**src/hw/rtl/wavhp_pkg.sv**
```systemverilog
package wavhp_pkg;

    // stream item kinds (tuser)
    localparam logic [1:0] FUNC_DATA    = 2'd0;
    localparam logic [1:0] FUNC_RESTART = 2'd1;
    localparam logic [1:0] FUNC_EOF     = 2'd2;

    // parser phases
    localparam logic [2:0] PH_FILE  = 3'd0;
    localparam logic [2:0] PH_CHUNK = 3'd1;
    localparam logic [2:0] PH_FMT   = 3'd2;
    localparam logic [2:0] PH_SKIP  = 3'd3;
    localparam logic [2:0] PH_DONE  = 3'd4;

    // result status codes
    localparam logic [2:0] ST_OK        = 3'd0;
    localparam logic [2:0] ST_NOT_WAVE  = 3'd1;
    localparam logic [2:0] ST_TRUNC     = 3'd2;
    localparam logic [2:0] ST_BAD_SIZE  = 3'd3;
    localparam logic [2:0] ST_NOT_PCM   = 3'd4;
    localparam logic [2:0] ST_BAD_CHAN  = 3'd5;
    localparam logic [2:0] ST_BAD_BITS  = 3'd6;
    localparam logic [2:0] ST_BAD_RATE  = 3'd7;

    // config register indexes
    localparam logic CFG_MIN_RATE = 1'b0;
    localparam logic CFG_MAX_RATE = 1'b1;

    localparam logic [31:0] MIN_RATE_RST = 32'd1098;
    localparam logic [31:0] MAX_RATE_RST = 32'd48000;

    localparam logic [31:0] TAG_WAVE = 32'h4556_4157;
    localparam logic [31:0] TAG_FMT  = 32'h2074_6d66;
    localparam logic [31:0] TAG_DATA = 32'h6174_6164;
    localparam logic [31:0] FMT_MIN  = 32'd16;
    localparam logic [31:0] FMT_MAX  = 32'd100;

    localparam int RES_BITS  = 83;
    localparam int TDATA_OUT = 88;

    typedef struct packed {
        logic        we;
        logic        idx;
        logic [31:0] data;
    } t_cfg_wr;

    typedef struct packed {
        logic [31:0] data_length;
        logic [31:0] sample_rate;
        logic [7:0]  bits;
        logic [7:0]  channels;
        logic [2:0]  status;
    } t_result;

endpackage

```
**src/hw/rtl/wavhp_parse.sv**
```systemverilog
module wavhp_parse (
    input  logic               i_clk,
    input  logic               i_rst_n,
    input  wavhp_pkg::t_cfg_wr i_cfg,
    input  logic               i_accept,
    input  logic [1:0]         i_func,
    input  logic [7:0]         i_byte,
    output logic               o_res_valid,
    output wavhp_pkg::t_result o_res
);

    logic [31:0] r_min_rate, r_max_rate;
    logic [2:0]  r_phase, n_phase;
    logic [31:0] r_cnt, n_cnt;
    logic [63:0] r_shift, n_shift;
    logic [31:0] r_clen, n_clen;
    logic [7:0]  r_tag, n_tag;
    logic [7:0]  r_chan, n_chan;
    logic [7:0]  r_bits, n_bits;
    logic [31:0] r_rate, n_rate;

    logic [63:0] shift_in;
    logic [31:0] cnt_inc;
    logic [2:0]  res_status;
    logic [31:0] res_len;

    assign shift_in = {i_byte, r_shift[63:8]};
    assign cnt_inc  = r_cnt + 32'd1;

    always_comb begin
        n_phase     = r_phase;
        n_cnt       = r_cnt;
        n_shift     = r_shift;
        n_clen      = r_clen;
        n_tag       = r_tag;
        n_chan      = r_chan;
        n_bits      = r_bits;
        n_rate      = r_rate;
        o_res_valid = 1'b0;
        res_status  = wavhp_pkg::ST_OK;
        res_len     = 32'd0;
        if (i_accept) begin
            unique case (i_func)
                wavhp_pkg::FUNC_RESTART: begin
                    n_phase = wavhp_pkg::PH_FILE;
                    n_cnt   = 32'd0;
                    n_shift = 64'd0;
                    n_clen  = 32'd0;
                end
                wavhp_pkg::FUNC_EOF: begin
                    if (r_phase != wavhp_pkg::PH_DONE) begin
                        o_res_valid = 1'b1;
                        res_status  = wavhp_pkg::ST_TRUNC;
                        n_phase     = wavhp_pkg::PH_DONE;
                    end
                end
                wavhp_pkg::FUNC_DATA: begin
                    unique case (r_phase)
                        wavhp_pkg::PH_FILE: begin
                            n_shift = shift_in;
                            n_cnt   = cnt_inc;
                            if (cnt_inc == 32'd12) begin
                                if (shift_in[63:32] != wavhp_pkg::TAG_WAVE) begin
                                    o_res_valid = 1'b1;
                                    res_status  = wavhp_pkg::ST_NOT_WAVE;
                                    n_phase     = wavhp_pkg::PH_DONE;
                                end else begin
                                    n_phase = wavhp_pkg::PH_CHUNK;
                                    n_cnt   = 32'd0;
                                    n_shift = 64'd0;
                                end
                            end
                        end
                        wavhp_pkg::PH_CHUNK: begin
                            n_shift = shift_in;
                            n_cnt   = cnt_inc;
                            if (cnt_inc == 32'd8) begin
                                if (shift_in[31:0] == wavhp_pkg::TAG_DATA) begin
                                    o_res_valid = 1'b1;
                                    res_status  = wavhp_pkg::ST_OK;
                                    res_len     = shift_in[63:32];
                                    n_phase     = wavhp_pkg::PH_DONE;
                                end else begin
                                    n_cnt   = 32'd0;
                                    n_shift = 64'd0;
                                    n_clen  = shift_in[63:32];
                                    if (shift_in[31:0] == wavhp_pkg::TAG_FMT) begin
                                        if (shift_in[63:32] > wavhp_pkg::FMT_MAX ||
                                            shift_in[63:32] < wavhp_pkg::FMT_MIN) begin
                                            o_res_valid = 1'b1;
                                            res_status  = wavhp_pkg::ST_BAD_SIZE;
                                            n_phase     = wavhp_pkg::PH_DONE;
                                        end else begin
                                            n_phase = wavhp_pkg::PH_FMT;
                                        end
                                    end else if (shift_in[63:32] == 32'd0) begin
                                        n_phase = wavhp_pkg::PH_CHUNK;
                                    end else begin
                                        n_phase = wavhp_pkg::PH_SKIP;
                                    end
                                end
                            end
                        end
                        wavhp_pkg::PH_FMT: begin
                            // pick the body bytes that are checked later
                            unique case (r_cnt)
                                32'd0:   n_tag = i_byte;
                                32'd2:   n_shift[7:0]   = i_byte;
                                32'd14:  n_shift[15:8]  = i_byte;
                                32'd4:   n_shift[39:32] = i_byte;
                                32'd5:   n_shift[47:40] = i_byte;
                                32'd6:   n_shift[55:48] = i_byte;
                                32'd7:   n_shift[63:56] = i_byte;
                                default: ;
                            endcase
                            n_cnt = cnt_inc;
                            if (cnt_inc == r_clen) begin
                                // each field latches only once the one before passed
                                if (n_tag != 8'd1) begin
                                    o_res_valid = 1'b1;
                                    res_status  = wavhp_pkg::ST_NOT_PCM;
                                end else begin
                                    n_chan = n_shift[7:0];
                                    if (n_shift[7:0] != 8'd1 && n_shift[7:0] != 8'd2) begin
                                        o_res_valid = 1'b1;
                                        res_status  = wavhp_pkg::ST_BAD_CHAN;
                                    end else begin
                                        n_bits = n_shift[15:8];
                                        if (n_shift[15:8] != 8'd8 && n_shift[15:8] != 8'd16) begin
                                            o_res_valid = 1'b1;
                                            res_status  = wavhp_pkg::ST_BAD_BITS;
                                        end else begin
                                            n_rate = n_shift[63:32];
                                            if (n_shift[63:32] < r_min_rate ||
                                                n_shift[63:32] > r_max_rate) begin
                                                o_res_valid = 1'b1;
                                                res_status  = wavhp_pkg::ST_BAD_RATE;
                                            end
                                        end
                                    end
                                end
                                if (o_res_valid) begin
                                    n_phase = wavhp_pkg::PH_DONE;
                                end else begin
                                    n_phase = wavhp_pkg::PH_CHUNK;
                                    n_cnt   = 32'd0;
                                    n_shift = 64'd0;
                                end
                            end
                        end
                        wavhp_pkg::PH_SKIP: begin
                            n_cnt = cnt_inc;
                            if (cnt_inc == r_clen) begin
                                n_phase = wavhp_pkg::PH_CHUNK;
                                n_cnt   = 32'd0;
                                n_shift = 64'd0;
                            end
                        end
                        default: ;
                    endcase
                end
                default: ;
            endcase
        end
    end

    assign o_res.status      = res_status;
    assign o_res.channels    = n_chan;
    assign o_res.bits        = n_bits;
    assign o_res.sample_rate = n_rate;
    assign o_res.data_length = res_len;

    always_ff @(posedge i_clk) begin
        if (!i_rst_n) begin
            r_min_rate <= wavhp_pkg::MIN_RATE_RST;
            r_max_rate <= wavhp_pkg::MAX_RATE_RST;
            r_phase    <= wavhp_pkg::PH_FILE;
            r_cnt      <= 32'd0;
            r_shift    <= 64'd0;
            r_clen     <= 32'd0;
            r_tag      <= 8'd0;
            r_chan     <= 8'd0;
            r_bits     <= 8'd0;
            r_rate     <= 32'd0;
        end else begin
            if (i_cfg.we) begin
                unique case (i_cfg.idx)
                    wavhp_pkg::CFG_MIN_RATE: r_min_rate <= i_cfg.data;
                    wavhp_pkg::CFG_MAX_RATE: r_max_rate <= i_cfg.data;
                    default: ;
                endcase
            end
            r_phase <= n_phase;
            r_cnt   <= n_cnt;
            r_shift <= n_shift;
            r_clen  <= n_clen;
            r_tag   <= n_tag;
            r_chan  <= n_chan;
            r_bits  <= n_bits;
            r_rate  <= n_rate;
        end
    end

    a_res_needs_req: assert property (@(posedge i_clk) disable iff (!i_rst_n)
        o_res_valid |-> i_accept)
        else $error("result without accepted request");

    a_res_done: assert property (@(posedge i_clk) disable iff (!i_rst_n)
        o_res_valid |=> r_phase == wavhp_pkg::PH_DONE)
        else $error("parser not done after result");

    a_done_sticky: assert property (@(posedge i_clk) disable iff (!i_rst_n)
        (r_phase == wavhp_pkg::PH_DONE &&
         !(i_accept && i_func == wavhp_pkg::FUNC_RESTART))
        |=> r_phase == wavhp_pkg::PH_DONE)
        else $error("left done without restart");

    a_chunk_cnt: assert property (@(posedge i_clk) disable iff (!i_rst_n)
        r_phase == wavhp_pkg::PH_CHUNK |-> r_cnt < 32'd8)
        else $error("chunk header count overrun");

endmodule

```
**src/hw/rtl/wavhp_out.sv**
```systemverilog
module wavhp_out (
    input  logic                                 i_clk,
    input  logic                                 i_rst_n,
    input  logic                                 i_res_valid,
    input  wavhp_pkg::t_result                   i_res,
    output logic                                 o_space,
    output logic                                 o_m_tvalid,
    input  logic                                 i_m_tready,
    output logic [wavhp_pkg::TDATA_OUT-1:0]      o_m_tdata
);

    logic               r_valid, n_valid;
    wavhp_pkg::t_result r_res;

    // a new request may enter whenever the held result leaves this cycle
    assign o_space = !r_valid || i_m_tready;
    assign n_valid = (r_valid && !i_m_tready) || i_res_valid;

    always_ff @(posedge i_clk) begin
        if (!i_rst_n) begin
            r_valid <= 1'b0;
        end else begin
            r_valid <= n_valid;
        end
    end

    always_ff @(posedge i_clk) begin
        if (i_res_valid) begin
            r_res <= i_res;
        end
    end

    assign o_m_tvalid = r_valid;
    assign o_m_tdata  = {{(wavhp_pkg::TDATA_OUT - wavhp_pkg::RES_BITS){1'b0}}, r_res};

endmodule

```
**src/hw/rtl/wav_header_parser.sv**
```systemverilog
// WAV header parser, one file byte per request.
// Output: a result shows on m_axis_tvalid in the cycle after the request that ends parsing.
// Throughput: one request per cycle; s_axis_tready drops only while a result waits
// in the single output register and m_axis_tready is low.
// Reset: i_rst_n synchronous active low; parser returns to the file header, latched
// format fields clear, min_rate/max_rate return to 1098/48000.
module wav_header_parser (
    input  logic        i_clk,
    input  logic        i_rst_n,
    input  logic        i_cfg_we,
    input  logic        i_cfg_idx,
    input  logic [31:0] i_cfg_data,
    input  logic        s_axis_tvalid,
    output logic        s_axis_tready,
    input  logic [7:0]  s_axis_tdata,   // [7:0] data_byte
    input  logic [1:0]  s_axis_tuser,   // [1:0] func
    output logic        m_axis_tvalid,
    input  logic        m_axis_tready,
    // [2:0] status, [10:3] channels, [18:11] bits, [50:19] sample_rate,
    // [82:51] data_length, [87:83] zero
    output logic [wavhp_pkg::TDATA_OUT-1:0] m_axis_tdata
);

    wavhp_pkg::t_cfg_wr cfg;
    wavhp_pkg::t_result res;
    logic               res_valid;
    logic               space;
    logic               accept;

    assign cfg.we   = i_cfg_we;
    assign cfg.idx  = i_cfg_idx;
    assign cfg.data = i_cfg_data;

    assign s_axis_tready = space;
    assign accept        = s_axis_tvalid && space;

    wavhp_parse u_parse (
        .i_clk       (i_clk),
        .i_rst_n     (i_rst_n),
        .i_cfg       (cfg),
        .i_accept    (accept),
        .i_func      (s_axis_tuser),
        .i_byte      (s_axis_tdata),
        .o_res_valid (res_valid),
        .o_res       (res)
    );

    wavhp_out u_out (
        .i_clk       (i_clk),
        .i_rst_n     (i_rst_n),
        .i_res_valid (res_valid),
        .i_res       (res),
        .o_space     (space),
        .o_m_tvalid  (m_axis_tvalid),
        .i_m_tready  (m_axis_tready),
        .o_m_tdata   (m_axis_tdata)
    );

endmodule
```
**config.mk**
```make
export PLATFORM = sky130hd
export DESIGN_NAME = wav_header_parser
export DESIGN_NICKNAME = d
export VERILOG_FILES = /design/src/hw/rtl/wavhp_pkg.sv /design/src/hw/rtl/wavhp_parse.sv /design/src/hw/rtl/wavhp_out.sv /design/src/hw/rtl/wav_header_parser.sv
export SDC_FILE = /design/constraint.sdc
export NUM_CORES = 1
export LEC_CHECK = 0
export ABC_AREA = 0
export BUFFER_PORTS_ARGS = -buffer_cell sky130_fd_sc_hd__buf_2
export CAP_MARGIN = 30
export CELL_PAD_IN_SITES_DETAIL_PLACEMENT = 1
export CELL_PAD_IN_SITES_GLOBAL_PLACEMENT = 2
export CORE_MARGIN = 3
export CORE_UTILIZATION = 30
export CTS_CLUSTER_SIZE = 30
export DETAILED_ROUTE_END_ITERATION = 10
export GPL_TIMING_DRIVEN = 0
export MAX_ROUTING_LAYER = met4
export PLACE_DENSITY_LB_ADDON = 0.1
export SYNTH_ARGS = -nofsm -noshare
export SYNTH_HDL_FRONTEND = slang
export SYNTH_SLANG_ARGS = --single-unit
```
**constraint.sdc**
```tcl
create_clock -name i_clk -period 15.07 [get_ports i_clk]
set_input_delay 1.507 -clock i_clk [delete_from_list [all_inputs] [get_ports i_clk]]
set_output_delay 1.507 -clock i_clk [all_outputs]
set_load 0.005 [all_outputs]
```
==> qor.txt, run 1 <==
Fill cells: 7067
Hold buffers post-CTS: 0
Distinct cell type count after synthesis: 88
Arrival @ worst endpoint: 7.80 ns
Clk slew on worst S/H paths: 0.06 ns
Area contributors post-synth: dfxtp_1 (27%), edfxtp_1 (13%), mux2_2 (5.6%), nand2_1 (5.4%), ha_1 (4.6%)
Total CTS buffers: 43
Xor-xnor portion of the synthesized cell area: 0.0250
Ys Warns: 0
Compound-gate portion of the synthesized area: 0.165
Initial Util: 0.305
DRT iter0 DRCs: 871
Mean Syn Cell Area: 9.20 sq um
Initial antenna violation count: 3
WL met3: 2300 um
Worst Path Max Fanout: 10
Lkg Pwr: 8.28 nW
CTS sink cnt: 335
RSZ-0062 raised after global routing: false
Vias in the first global route: 16700
TritonRoute pass-1 iters: 5
Startpoint Class: flop
FP Rows: 90
Setup Fix Bufs, Post-CTS: 0
CTS H-tree depth: 2
CP Class: flop to flop
CTS tree: done
Most frequent cell after synthesis: nand2_1
Hpwl dp: 57200 um
Max Cap Viol: 0
Tightest Hold Check Type: flop to flop
EDFF count, synth: 83
Min Hold Slack: 0.461 ns
Post-cts resize count: 0
WP data required: 15.54 ns
Pin count of the biggest net entering global routing: 61
Via density: 5.33
Die footprint: 64900 sq um
M1 wire length: 34400 um
Yosys top cell by area: dfxtp_1
Area occupied by registers: 7540 sq um
Routability cong.: 0.913
Vias: 16100
Post-route DRC: 0
Die Span Y: 255 um
Adder-Cell Fraction of Synth Area: 0.0458
Core Region: 60800 sq um
Clk_lat worst skew: 0.60 ns
Max Slew Vio Count: 0
Port buffer count: 130
Remaining Overflow, GRT: 0
Main combinational cell family by area after synthesis: simple AND/OR/NAND/NOR gates
Routed WL: 73500 um
Drt wl/cell: 24.3 um
Setup slack, reg-to-reg: 7.74 ns
Status: complete, no violations
GR Util All Layers: 0.233
Fin crit share: 0.486
Cell count after synthesis: 2019
PwrDens: 96.6 nW/um^2
Sequential area share after synthesis: 0.406
Crit end category: flop
# setup viols final: 0
Commonest cells in the netlist: nand2_1 (265), dfxtp_1 (252), inv_1 (126), mux2_2 (92), and2_1 (89)
Final setup TNS: 0 ns
Asr flop ratio synth: 0
Worst-Margin Slew: 1.04 ns
Area grow syn2layout: 17.1%
Die Width: 255 um
Max VDD drop: 0.0000708 V
Root Driver: clkbuf_16
Area of the multi-input gates: 9960 sq um
Design Power: 0.00210 W
Post-synthesis simple-gate area fraction: 0.216
Mux contribution to synthesized area: 0.0831
Final #Nets: 2325
Worst slew margin: 0.289
Final hold vios: 0
Met2 WL: 35500 um
Post-synthesis sequential element count: 335
Top Ports: 138
Share of cells above drive strength 1: 0.169
Top Metal Used: met4
Share of the synthesized area in the top cell type: 0.272
Final Skew: 0.0505 ns
Synthesized cell area: 18600 sq um
Tmin final: 7.33 ns
Clock Path Buffers: 3
Max Fclk: 136 MHz
Most used DFF post-synth: dfxtp_1
First-pass GRT wire length: 111000 um
Core Util, Final: 0.358
Routed Antenna Nets: 0
[cell type report]
class | count | share of cell area
tap | 782 | 0.0450
clock buffer | 61 | 0.0558
inverter | 126 | 0.0218
sequential | 335 | 0.347
buffer | 140 | 0.0288
antenna | 1 | 0.000115
timing repair buffer | 141 | 0.0353
clock inverter | 19 | 0.00823
multi-input combinational | 1422 | 0.458
[flip-flops by register name, indices dropped and copies added (netlist names)]
register / flops
u_parse.r_phase: 3
u_out.o_m_tdata: 83
u_parse.r_chan: 8
u_parse.r_rate: 32
u_parse.r_shift: 64
u_parse.r_cnt: 32
u_parse.r_min_rate: 32
u_parse.r_max_rate: 32
u_parse.r_clen: 32
u_out.o_m_tvalid: 1
u_parse.r_bits: 8
u_parse.r_tag: 8
[report_power, final]
group          switching [W]  internal [W]
Sequential        0.00000917      0.000937
Combinational      0.0000865     0.0000423
Clock               0.000428      0.000598
[worst paths after layout]
path / from / to / cells after the start
max reg2reg: u_parse.r_cnt[28]$_SDFFE_PN0P_ / u_parse.r_cnt[31]$_SDFFE_PN0P_ / 21
min: u_parse.r_min_rate[14]$_SDFFE_PN0P_ / u_parse.r_min_rate[14]$_SDFFE_PN0P_ / 2
max: u_parse.r_cnt[28]$_SDFFE_PN0P_ / u_parse.r_cnt[31]$_SDFFE_PN0P_ / 21
min reg2reg: u_parse.r_min_rate[14]$_SDFFE_PN0P_ / u_parse.r_min_rate[14]$_SDFFE_PN0P_ / 2
[cell families after synthesis]
| group | count (synthesis) |
|---|---|
| xor gates and xnor gates | 49 |
| DFF | 335 |
| adders and majority gates | 68 |
| and+or+nand+nor | 746 |
| AOI/OAI and AO/OA | 412 |
| muxes | 142 |
| buffers and inverters | 266 |
| other | 1 |
[worst max-delay path, stage by stage (launching register included)]
cell and delay (ns):
dfxtp_1 0.30, clkbuf_1 0.21, nor4_1 0.63, nand4_1 0.69, nor4_1 0.44, and2_1 0.16
clkbuf_1 0.17, nand2_1 0.31, mux2_2 0.44, ha_1 0.33, a41oi_1 0.23, o21ai_0 0.13
a221oi_1 0.59, o211ai_1 0.17, o311ai_0 0.20, buf_2 0.27, nor4b_2 0.55, o21ai_1 0.13
o211ai_2 0.43, buf_2 0.43, nor2_1 0.10, a211o_1 0.27
[stage by stage]
| stage | std cells | worst slack [ns] | cell area [sq um] |
|---|---|---|---|
| final | 3027 | 7.74 | 21700 |
| after global routing | 3027 | 7.28 | 21700 |
| after CTS | 3025 | 7.67 | 21700 |
| after detailed placement | 2945 | 7.69 | 20300 |
| after global placement | 2935 | 5.61 | 20200 |
| after floorplan | 2023 | 8.76 | 18600 |
[metal layers]
layer | vias up | track usage
met5 | - | -
met4 | 0 | 0.0482
met3 | 86 | 0.0262
met2 | 287 | 0.391
met1 | 8106 | 0.303
li1 | 7667 | -
[layout by cell type, fill, tap and decap left out, types with 16 or more instances in the layout]
master	n
nand2_1	265
a31oi_1	16
inv_1	126
o2bb2ai_1	39
mux2i_1	45
ha_1	68
buf_2	167
nand4_1	40
xnor2_1	28
nor3_1	56
and2_1	89
dfxtp_1	252
nor2b_1	23
a21o_1	28
a22o_1	76
clkbuf_1	98
nor2_1	64
clkbuf_16	43
mux2_2	92
edfxtp_1	83
nor4_1	40
xor2_1	18
o211ai_1	18
a21oi_1	41
nand2b_1	17
o21ai_0	51
buf_4	16
a21boi_0	57
nand3_1	42
Note: power is estimated with default switching activity, not from simulation.
==> run 2, diff against run 1 <==
- clock period: 15.07 -> 5.9 ns (I/O delays scaled with it)
==> qor.txt, run 2 (synthesis gave the netlist of run 1 again) <==
Min Hold Slack: 0.262 ns
Post-route setup slack: 0.181 ns
Lkg Pwr: 8.45 nW
Clock Path Buffers: 3
Via density: 5.34
CTS sink cnt: 335
Routability cong.: 0.921
First-pass GRT wire length: 111000 um
Hpwl dp: 57300 um
FP Rows: 90
P_sw: 0.00138 W
Hold path cells: 3
Net Sw Frac: 0.245
Placed Area: 20300 sq um
Initial antenna violation count: 3
Gate power share: 0.060
Max VDD drop: 0.000185 V
Commonest non-fill, non-tap cell in the layout: nand2_1
Vias in the first global route: 16700
Routed Antenna Nets: 0
Status: complete, no violations
CP cell instances: ha_1, buf_4, nand4_1, nor4_1, mux2_2, a311o_1, nor4_1, and4_1, nand3_1, a31oi_1, clkbuf_1, buf_2, a22o_1
Max Slew Vio Count: 0
Total CTS buffers: 43
Area grow syn2layout: 18.9%
Clock share of power: 0.511
Worst Path Max Fanout: 10
CP max stage cell: nor4_1
CP most frequent cell: nor4_1
Hold buffers post-CTS: 0
Tmin final: 5.72 ns
Tightest Hold Check Type: input port to flop
Vias: 16200
Min-Delay Startpoint: i_cfg_data[3]
Fin area: 22100 sq um
Initial Util: 0.305
Part of the power in registers: 0.428
CTS tree: done
Post-route DRC: 0
Crit end category: flop
Final #Nets: 2326
Worst-Margin Slew: 1.10 ns
Reg2Reg Depth: 13
# setup viols final: 0
Pin count of the biggest net entering global routing: 57
Pint: 0.00426 W
Final Skew: 0.0237 ns
Max Cap Viol: 0
Critical R2R Launch: u_parse.r_cnt[0]$_SDFFE_PN0P_
Critical path's largest stage delay: 0.64 ns
Root Driver: clkbuf_16
Routed WL: 74700 um
Share of cells above drive strength 1: 0.182
DRT iter0 DRCs: 915
Max Fclk: 175 MHz
Commonest non-fill, non-tap cells in the layout: nand2_1 (261), dfxtp_1 (252), buf_2 (162)
Port buffer count: 130
Setup slack, reg-to-reg: 0.18 ns
Remaining Overflow, GRT: 0
Placement Setup Slack: -1.67 ns
Max FFs per register: 83
Top Ports: 138
Die Width: 255 um
Final hold vios: 0
Reg2reg end: u_parse.r_shift[60]$_SDFFE_PN0P_
Drt wl/cell: 24.7 um
TritonRoute pass-1 iters: 5
Clk_lat worst skew: 0.59 ns
Arrival @ worst endpoint: 6.23 ns
CP Class: flop to flop
Fin crit share: 0.969
CTS H-tree depth: 2
Core Region: 60800 sq um
Clk slew on worst S/H paths: 0.07 ns
Die footprint: 64900 sq um
GR Util All Layers: 0.236
Worst slew margin: 0.254
WP data required: 6.41 ns
Startpoint Class: flop
Die Span Y: 255 um
Fill cells: 6988
PwrDens: 255 nW/um^2
Hold Path Sink: u_parse.r_min_rate[3]$_SDFFE_PN1P_
run 2: metrics by stage:
step           setup TNS, ns   util  power [W]  instances
2_1_floorplan              0      -    0.00263       2023
3_3_place_gp         -340.65  0.332    0.00279       2935
3_5_place_dp         -224.66  0.334    0.00280       2943
4_1_cts                    0  0.362    0.00573       3029
5_1_grt               -0.503  0.363    0.00585       3028
6_report                   0  0.363    0.00564       3029
run 2: area by class of cell:
cell class / count / area (sq um) / area share
Clock inverter: 21 / 340 / 0.0154
Sequential cell: 335 / 7540 / 0.341
Tap cell: 782 / 978 / 0.0443
Inverter: 126 / 473 / 0.0214
Buffer: 136 / 622 / 0.0282
Timing Repair Buffer: 145 / 812 / 0.0368
Multi-Input combinational cell: 1423 / 10100 / 0.458
Antenna cell: 2 / 5.00 / 0.000227
Clock buffer: 59 / 1210 / 0.0546
run 2: worst max-delay path by stage:
stage	endpoint	cells after the start	slack (ns)	start
final	u_parse.r_shift[60]$_SDFFE_PN0P_	13	0.18	u_parse.r_cnt[0]$_SDFFE_PN0P_
after global routing	u_out.o_m_tdata[61]$_SDFFCE_PN0P_	21	-0.02	u_parse.r_cnt[22]$_SDFFE_PN0P_
after CTS	u_parse.r_shift[24]$_SDFFE_PN0P_	20	0.02	u_parse.r_cnt[28]$_SDFFE_PN0P_
after detailed placement	u_parse.r_cnt[18]$_SDFFE_PN0P_	21	-1.67	u_parse.r_cnt[28]$_SDFFE_PN0P_
after global placement	u_out.o_m_tdata[30]$_DFFE_PP_	19	-2.27	u_parse.r_cnt[28]$_SDFFE_PN0P_
after floorplan	u_out.o_m_tdata[0]$_SDFFCE_PN0P_	19	0.43	u_parse.r_cnt[28]$_SDFFE_PN0P_
run 2: per-layer routing:
layer  share of wire  vias up  global-route usage
met5               0        -                   -
met4           0.024        0              0.0557
met3           0.035      107              0.0248
met2            0.47      321               0.389
met1            0.47     8068               0.311
li1                -     7678                   -
run 2: worst max-delay path: cells and delay by family, from the launching register on:
family | cells | cell delay [ns]
AND/OR/NAND/NOR | 5 | 2.15
buffers and inverters | 3 | 1.17
AO/OA/AOI/OAI | 3 | 1.04
flip-flops | 1 | 0.59
multiplexers | 1 | 0.46
adder cells (fa/ha/maj) | 1 | 0.22
run 2: repair_timing:
action,4_1_cts,5_1_grt
gates resized for setup,22,11
pin swaps,3,1
gates cloned,1,0
endpoints found under the hold margin,0,0
buffers inserted,5,1
setup endpoints to repair,173,193
run 2: power by group through the flow:
stage | clock network (W) | logic [W] | registers [W]
finish | 0.00289 | 0.000341 | 0.00242
global route | 0.00305 | 0.000377 | 0.00242
CTS | 0.00297 | 0.000345 | 0.00242
detailed placement | 0 | 0.000333 | 0.00247
global placement | 0 | 0.000322 | 0.00247
floorplan | 0 | 0.000172 | 0.00246
